==> config.mk <==
export PLATFORM = sky130hd
export DESIGN_NAME = sensor_frame_crc_decode_flat
export DESIGN_NICKNAME = d
export VERILOG_FILES = /design/src/rtl/sfcd_pkg.sv /design/src/rtl/sfcd_req_if.sv /design/src/rtl/sfcd_rsp_if.sv /design/src/rtl/sensor_frame_crc_decode.sv /design/src/flat_wrapper.sv
export SDC_FILE = /design/constraint.sdc
export NUM_CORES = 1
export LEC_CHECK = 0
export ABC_AREA = 1
export BUFFER_PORTS_ARGS = -buffer_cell sky130_fd_sc_hd__buf_2
export CORE_MARGIN = 2
export CORE_UTILIZATION = 50
export CTS_CLUSTER_DIAMETER = 120
export DETAILED_ROUTE_END_ITERATION = 8
export PLACE_DENSITY = 0.67
export SYNTH_ARGS = -nofsm -noshare
export SYNTH_HDL_FRONTEND = slang
export SYNTH_SLANG_ARGS = --single-unit
==> constraint.sdc <==
create_clock -name clock -period 13.7 [get_ports clock]
set_clock_uncertainty 0.15 [all_clocks]
set_input_delay 1.37 -clock clock [delete_from_list [all_inputs] [get_ports clock]]
set_output_delay 1.37 -clock clock [all_outputs]
set_load 0.005 [all_outputs]
==> src/rtl/sfcd_pkg.sv <==
`default_nettype none

package sfcd_pkg;

   // Frame layout
   localparam int unsigned BYTE_W    = 8;
   localparam int unsigned POS_W     = 3;
   localparam int unsigned WORD_W    = 20;
   localparam int unsigned PAYLOAD_W = 2 * WORD_W;
   localparam int unsigned TEMP_W    = 15;
   localparam int unsigned HUM_W     = 14;

   localparam logic [POS_W-1:0] POS_FIRST = 3'd0;
   localparam logic [POS_W-1:0] POS_LAST  = 3'd6;

   // CRC-8, MSB first, no reflection, no final XOR
   localparam logic [BYTE_W-1:0] CRC_INIT = 8'hFF;
   localparam logic [BYTE_W-1:0] CRC_POLY = 8'h31;

   // Scaling to hundredths
   localparam logic [HUM_W-1:0]  HUM_SCALE   = 14'd10000;
   localparam logic [TEMP_W-1:0] TEMP_SCALE  = 15'd20000;
   localparam logic [TEMP_W-1:0] TEMP_OFFSET = 15'd5000;

   // Advance the CRC by one byte
   function automatic logic [BYTE_W-1:0] crc_byte(input logic [BYTE_W-1:0] crc,
                                                  input logic [BYTE_W-1:0] data);
      logic [BYTE_W-1:0] c;
      c = crc ^ data;
      for (int k = 0; k < BYTE_W; k++) begin
         if (c[BYTE_W-1]) begin
            c = {c[BYTE_W-2:0], 1'b0} ^ CRC_POLY;
         end else begin
            c = {c[BYTE_W-2:0], 1'b0};
         end
      end
      return c;
   endfunction

endpackage

`default_nettype wire

==> src/rtl/sfcd_req_if.sv <==
`default_nettype none

interface sfcd_req_if;
   import sfcd_pkg::*;

   logic              valid;
   logic              ready;
   logic [BYTE_W-1:0] rx_byte;
   logic              frame_start;

   modport source (output valid, output rx_byte, output frame_start, input ready);
   modport sink   (input valid, input rx_byte, input frame_start, output ready);
endinterface

`default_nettype wire

==> src/rtl/sfcd_rsp_if.sv <==
`default_nettype none

interface sfcd_rsp_if;
   import sfcd_pkg::*;

   logic                     valid;
   logic                     ready;
   logic                     status;
   logic signed [TEMP_W-1:0] temperature_c100;
   logic        [HUM_W-1:0]  humidity_c100;

   modport source (output valid, output status, output temperature_c100,
                   output humidity_c100, input ready);
   modport sink   (input valid, input status, input temperature_c100,
                   input humidity_c100, output ready);
endinterface

`default_nettype wire

==> src/rtl/sensor_frame_crc_decode.sv <==
`default_nettype none

// Channel   Dir  Fields                                        Moves
// req_chan  in   rx_byte[7:0], frame_start                     one frame byte
// rsp_chan  out  status, temperature_c100[14:0] (signed),      one decoded frame
//                humidity_c100[13:0]
//
// A request is taken every cycle while req_chan.ready is high; the frame state updates in the accept cycle.
// The seventh byte enters a check stage, and the result register takes it from
// there when the check stage advances.
// The scaling multipliers sit between the check stage and the result register.
// Synchronous reset sets position to byte 0 and CRC to its initial value, and clears both valid flags.
// A stalled result holds the check stage; requests stall only when both are full.

module sensor_frame_crc_decode (
   input  wire logic  clock,
   input  wire logic  reset,
   sfcd_req_if.sink   req_chan,
   sfcd_rsp_if.source rsp_chan
);
   import sfcd_pkg::*;

   logic [POS_W-1:0]     pos_ff, pos_in;
   logic [BYTE_W-1:0]    crc_ff, crc_in;
   logic [PAYLOAD_W-1:0] payload_ff, payload_in;

   logic                 p1_valid_ff, p1_valid_in;
   logic                 p1_status_ff;
   logic [WORD_W-1:0]    p1_rh_ff, p1_t_ff;

   logic                     rsp_valid_ff, rsp_valid_in;
   logic                     rsp_status_ff;
   logic signed [TEMP_W-1:0] rsp_temp_ff;
   logic        [HUM_W-1:0]  rsp_hum_ff;

   logic                 req_accept;
   logic                 p1_advance;
   logic [POS_W-1:0]     cur_pos;
   logic                 is_last;
   logic [BYTE_W-1:0]    crc_seed;

   logic [WORD_W+HUM_W-1:0]  hum_prod;
   logic [WORD_W+TEMP_W-1:0] temp_prod;
   logic [TEMP_W-1:0]        temp_scaled;

   // Handshake: the check stage frees up when the result register can take it
   assign p1_advance       = p1_valid_ff && (!rsp_valid_ff || rsp_chan.ready);
   assign req_chan.ready   = !p1_valid_ff || p1_advance;
   assign req_accept       = req_chan.valid && req_chan.ready;

   // Resolve the byte position; frame start and the unused code map to byte 0
   always_comb begin
      if (req_chan.frame_start || pos_ff > POS_LAST) begin
         cur_pos = POS_FIRST;
      end else begin
         cur_pos = pos_ff;
      end
      is_last  = (cur_pos == POS_LAST);
      crc_seed = (cur_pos == POS_FIRST) ? CRC_INIT : crc_ff;
   end

   // Next frame state
   always_comb begin
      pos_in      = pos_ff;
      crc_in      = crc_ff;
      payload_in  = payload_ff;
      p1_valid_in = p1_advance ? 1'b0 : p1_valid_ff;
      if (req_accept) begin
         if (is_last) begin
            pos_in      = POS_FIRST;
            p1_valid_in = 1'b1;
         end else begin
            pos_in = cur_pos + 3'd1;
            crc_in = crc_byte(crc_seed, req_chan.rx_byte);
            if (cur_pos != POS_FIRST) begin
               payload_in = {payload_ff[PAYLOAD_W-BYTE_W-1:0], req_chan.rx_byte};
            end
         end
      end
   end

   // Scale the raw words
   assign hum_prod    = (WORD_W+HUM_W)'(p1_rh_ff) * (WORD_W+HUM_W)'(HUM_SCALE);
   assign temp_prod   = (WORD_W+TEMP_W)'(p1_t_ff) * (WORD_W+TEMP_W)'(TEMP_SCALE);
   assign temp_scaled = temp_prod[WORD_W+TEMP_W-1:WORD_W];

   always_comb begin
      rsp_valid_in = rsp_valid_ff;
      if (p1_advance) begin
         rsp_valid_in = 1'b1;
      end else if (rsp_chan.ready) begin
         rsp_valid_in = 1'b0;
      end
   end

   // Control registers
   always_ff @(posedge clock) begin
      if (reset) begin
         pos_ff       <= POS_FIRST;
         crc_ff       <= CRC_INIT;
         p1_valid_ff  <= 1'b0;
         rsp_valid_ff <= 1'b0;
      end else begin
         pos_ff       <= pos_in;
         crc_ff       <= crc_in;
         p1_valid_ff  <= p1_valid_in;
         rsp_valid_ff <= rsp_valid_in;
      end
   end

   // Payload shift register and check stage
   always_ff @(posedge clock) begin
      payload_ff <= payload_in;
      if (req_accept && is_last) begin
         p1_status_ff <= (crc_ff != req_chan.rx_byte);
         p1_rh_ff     <= payload_ff[PAYLOAD_W-1:WORD_W];
         p1_t_ff      <= payload_ff[WORD_W-1:0];
      end
   end

   // Result register; zero the readings on a checksum mismatch
   always_ff @(posedge clock) begin
      if (p1_advance) begin
         rsp_status_ff <= p1_status_ff;
         if (p1_status_ff) begin
            rsp_temp_ff <= '0;
            rsp_hum_ff  <= '0;
         end else begin
            rsp_temp_ff <= $signed(temp_scaled - TEMP_OFFSET);
            rsp_hum_ff  <= hum_prod[WORD_W+HUM_W-1:WORD_W];
         end
      end
   end

   assign rsp_chan.valid            = rsp_valid_ff;
   assign rsp_chan.status           = rsp_status_ff;
   assign rsp_chan.temperature_c100 = rsp_temp_ff;
   assign rsp_chan.humidity_c100    = rsp_hum_ff;

`ifndef ASSERT_OFF
   a_pos_range: assert property (@(posedge clock) disable iff (reset)
      pos_ff <= POS_LAST)
      else $error("byte position out of range");

   a_last_loads_check: assert property (@(posedge clock) disable iff (reset)
      req_accept && is_last |=> p1_valid_ff && pos_ff == POS_FIRST)
      else $error("last byte did not load the check stage");

   a_advance_shows: assert property (@(posedge clock) disable iff (reset)
      p1_advance |=> rsp_valid_ff)
      else $error("check stage advanced without a result");

   a_mismatch_zero: assert property (@(posedge clock) disable iff (reset)
      rsp_valid_ff && rsp_status_ff |-> rsp_temp_ff == '0 && rsp_hum_ff == '0)
      else $error("mismatch result carries readings");

   a_hum_range: assert property (@(posedge clock) disable iff (reset)
      rsp_valid_ff |-> rsp_hum_ff < HUM_SCALE)
      else $error("humidity out of range");
`endif

endmodule

`default_nettype wire

==> src/flat_wrapper.sv <==
// flat-port wrapper written by rule: the top's interface ports become plain ports
module sensor_frame_crc_decode_flat import sfcd_pkg::*;
  (clock, reset, req_chan_valid, req_chan_rx_byte, req_chan_frame_start, req_chan_ready, rsp_chan_valid, rsp_chan_status, rsp_chan_temperature_c100, rsp_chan_humidity_c100, rsp_chan_ready);
  sfcd_req_if req_chan_i ();
  sfcd_rsp_if rsp_chan_i ();
  input  wire logic clock;
  input  wire logic reset;
  input wire logic [$bits(req_chan_i.valid)-1:0] req_chan_valid;
  input wire logic [$bits(req_chan_i.rx_byte)-1:0] req_chan_rx_byte;
  input wire logic [$bits(req_chan_i.frame_start)-1:0] req_chan_frame_start;
  output wire logic [$bits(req_chan_i.ready)-1:0] req_chan_ready;
  output wire logic [$bits(rsp_chan_i.valid)-1:0] rsp_chan_valid;
  output wire logic [$bits(rsp_chan_i.status)-1:0] rsp_chan_status;
  output wire logic [$bits(rsp_chan_i.temperature_c100)-1:0] rsp_chan_temperature_c100;
  output wire logic [$bits(rsp_chan_i.humidity_c100)-1:0] rsp_chan_humidity_c100;
  input wire logic [$bits(rsp_chan_i.ready)-1:0] rsp_chan_ready;
  assign req_chan_i.valid = req_chan_valid;
  assign req_chan_i.rx_byte = req_chan_rx_byte;
  assign req_chan_i.frame_start = req_chan_frame_start;
  assign req_chan_ready = req_chan_i.ready;
  assign rsp_chan_valid = rsp_chan_i.valid;
  assign rsp_chan_status = rsp_chan_i.status;
  assign rsp_chan_temperature_c100 = rsp_chan_i.temperature_c100;
  assign rsp_chan_humidity_c100 = rsp_chan_i.humidity_c100;
  assign rsp_chan_i.ready = rsp_chan_ready;
  sensor_frame_crc_decode u_core (.clock(clock), .reset(reset), .req_chan(req_chan_i), .rsp_chan(rsp_chan_i));
endmodule
==> flow_summary.json <==
{
  "die_height_um": 155.7,
  "ctsResizeCount": 0,
  "area_growth_pct": 10.14,
  "clockBufferDepth": 2,
  "startpoint_type": "flip-flop",
  "cts_buffers": 17,
  "syn_inst": 1306,
  "synth.avg_cell_area_sq_um": 8.806,
  "cp.arrival_ps": 5220,
  "critPathBufInv": 5,
  "cp_max_fo": 4,
  "post_drt_wl_per_cell_um": 13.24,
  "initial_utilization_pct": 50.80,
  "portBuffers": 44,
  "grt_pass1_vias": 7932,
  "min_to": "u_core.p1_rh_ff[17]",
  "async_flop_share_pct": 0,
  "wl_um": 22020,
  "die_w_um": 155.7,
  "r2r_slack_ps": 8500,
  "min_delay_path_depth": 0,
  "gp_congestion": 0.9485,
  "syn-num-nets": 1572,
  "fin_crit_ps": 5199,
  "timing.fmax_ghz": 0.1923,
  "ctsHtreeMaxLevel": 4,
  "antenna_found_initial": 0,
  "crit_family": "adder cells",
  "synth_mux_area_share_pct": 0,
  "r2r-end": "u_core.rsp_chan.temperature_c100[13]",
  "final_nets": 1631,
  "overflow": 0,
  "worstHoldStart": "u_core.payload_ff[37]",
  "crit_required_ps": 13720,
  "vias": 8118,
  "num_rows": 55,
  "postCtsSetupBuffers": 0,
  "drt_iter0_drc": 404,
  "synth_cell_type_count": 44,
  "num_antenna_cells": 0,
  "yosysSeqAreaShare_pct": 31.24,
  "core-area_sq_um": 22640,
  "synth-seq-cells": 124,
  "fin_setup_tns_ps": 0,
  "viasPerCell": 4.882,
  "synth-simple-area-share_pct": 15.62,
  "drc": 0,
  "die-area_sq_um": 24230,
  "clock_latency_ps": 420,
  "crit_path_end_kind": "flip-flop",
  "synth.most_common_cell": "inv_1",
  "yosysWarnings": 0,
  "whs_ps": 265.1,
  "synth_compound_area_share_pct": 6.582,
  "r2r_start": "u_core.p1_t_ff[10]",
  "fin_crit_sh_pct": 37.95,
  "outcome": "complete, no violations",
  "cp_slowest_cell": "fa_1",
  "ios": 45,
  "ir_worst_vdd_uv": 78.22,
  "yosys_most_used_dff": "edfxtp_1",
  "yosys.area.top_type_share_pct": 28.98,
  "crit_path_frequent_cell": "nand2_1",
  "p_per_area_nw_per_um2": 70.90,
  "cpPeakStageDelay_ps": 560,
  "power.leakage_uw": 0.006573,
  "dpl.hpwl_um": 18150,
  "maxSlewViolCount": 0,
  "track_usage_pct": 19.71,
  "cts_tree": "built",
  "detail-route-antenna-nets": 0,
  "cts_sinks": 124,
  "timing.slew.headroom_pct": 27.79,
  "grt_max_degree": 43,
  "cts_hold_buf": 0,
  "fin_util_pct": 55.95,
  "synth_xor_area_share_pct": 1.436,
  "synth.area.top_cells": "edfxtp_1 (29%), ha_1 (18%), fa_1 (16%)",
  "max-cap-violations": 0,
  "cts-root-buf": "clkbuf_16",
  "synth-adder-area-share_pct": 33.53,
  "yosys-top-cells-count": "inv_1 (338), nand2_1 (272), ha_1 (161), edfxtp_1 (111), fa_1 (92)",
  "final-setup-viol-count": 0,
  "synth_top_family_by_area": "adder cells",
  "cts.clk_slew.worst_paths_ps": 60,
  "critPathKind": "flip-flop to flip-flop",
  "hold_class": "flip-flop to flip-flop",
  "synth_area_sq_um": 11500,
  "firstDrtPassIters": 5,
  "rr_worst_depth": 25,
  "grt_pass1_wl_um": 37990,
  "rsz0062_at_grt": "no",
  "synth_edf_count": 111,
  "worst_pin_slew_ps": 1081,
  "yosysTopAreaCell": "edfxtp_1",
  "drive_gt1_share_pct": 7.983,
  "hold_viol": 0
}
[layout by cell type, fill, tap and decap left out, drive strengths merged]
cell      netlist  routed
o31ai           1       1
clkbuf          5      20
ha            161     161
nand2         286     286
bufinv          0       2
clkinvlp        0       2
o2111ai         1       1
o21a            4       4
xnor2           7       7
nand3          39      39
inv           345     349
a31o            1       1
a21oi          68      68
a21o            7       7
a21boi          3       3
nor3            9       9
nand4          14      14
buf             1      46
xor2            8       8
a211oi          1       1
or2             1       1
o21ai          44      44
nor2           64      64
o21bai          2       2
fa             92      92
o211ai          2       2
dfxtp          13      13
or4             1       1
edfxtp        111     111
nand3b          3       3
clkinv          2       6
and2            4       4
nor4            3       3
a31oi           2       2
o31a            1       1
[power breakdown]
part	internal, uW	total, uW	switching, uW
registers	414	418	3.37
logic	13.1	36.5	23.4
clock network	270	444	174
[registers in the layout, summed over array words and instances, names as in the netlist]
register                          cells
u_core.p1_rh_ff                      20
u_core.rsp_chan.status                1
u_core.payload_ff                    40
u_core.crc_ff                         8
u_core.rsp_chan.humidity_c100        14
u_core.p1_valid_ff                    1
u_core.rsp_chan.temperature_c100     15
u_core.pos_ff                         3
u_core.rsp_chan.valid                 1
u_core.p1_status_ff                   1
u_core.p1_t_ff                       20
[worst register-to-register path, delay by kind of cell (launching register included)]
| family | cells | cell delay (ps) |
|---|---|---|
| adders and majority gates | 6 | 2490 |
| and+or+nand+nor | 13 | 1320 |
| DFF | 1 | 420 |
| buffers and inverters | 5 | 380 |
| AOI/OAI and AO/OA | 1 | 160 |
[cells by family after synthesis]
logic type                 count (synthesis)
AOI/OAI and AO/OA                        137
xor gates and xnor gates                  15
adders and majority gates                253
buffers and inverters                    353
DFF                                      124
and+or+nand+nor                          424
[worst max path at each step]
| stage | slack [ps] | from | cells after the start | to |
|---|---|---|---|---|
| after global placement | 8550 | u_core.p1_t_ff[10] | 29 | u_core.rsp_chan.temperature_c100[13] |
| after CTS | 8470 | u_core.p1_t_ff[8] | 26 | u_core.rsp_chan.temperature_c100[13] |
| after detailed placement | 8500 | u_core.p1_t_ff[8] | 26 | u_core.rsp_chan.temperature_c100[11] |
| final | 8500 | u_core.p1_t_ff[10] | 25 | u_core.rsp_chan.temperature_c100[13] |
| after floorplan | 8460 | rsp_chan_ready | 6 | u_core.p1_rh_ff[0] |
| after global routing | 8010 | u_core.p1_t_ff[10] | 29 | u_core.rsp_chan.temperature_c100[13] |
[cell type report]
cell class                 instances  area, sq um
sequential                       124         3593
multi-input combinational        829         6606
clock buffer                      20        436.7
timing repair buffer              46        235.2
tap                              285        356.6
clock inverter                    12        136.4
fill                            2034         9973
inverter                         347         1303
[through the flow]
stage	total power (uW)	worst slack, ps	cell area (sq um)	std cells
detailed placement	462.3	8496	12090	1631
finish	898.1	8501	12670	1663
global route	929.1	8012	12670	1663
CTS	909.8	8471	12670	1663
global placement	461.1	8554	12090	1631
floorplan	453.1	8457	11500	1306
[per-layer routing]
| layer | share of wire (%) | global-route usage, % | vias up |
|---|---|---|---|
| li1 | - | - | 4233 |
| met1 | 49 | 27.09 | 3714 |
| met2 | 46 | 32.53 | 146 |
| met3 | 3.1 | 3.278 | 25 |
| met4 | 1.5 | 5.330 | 0 |
| met5 | 0 | 0 | - |
No activity file was read; power rests on OpenSTA's default activity.
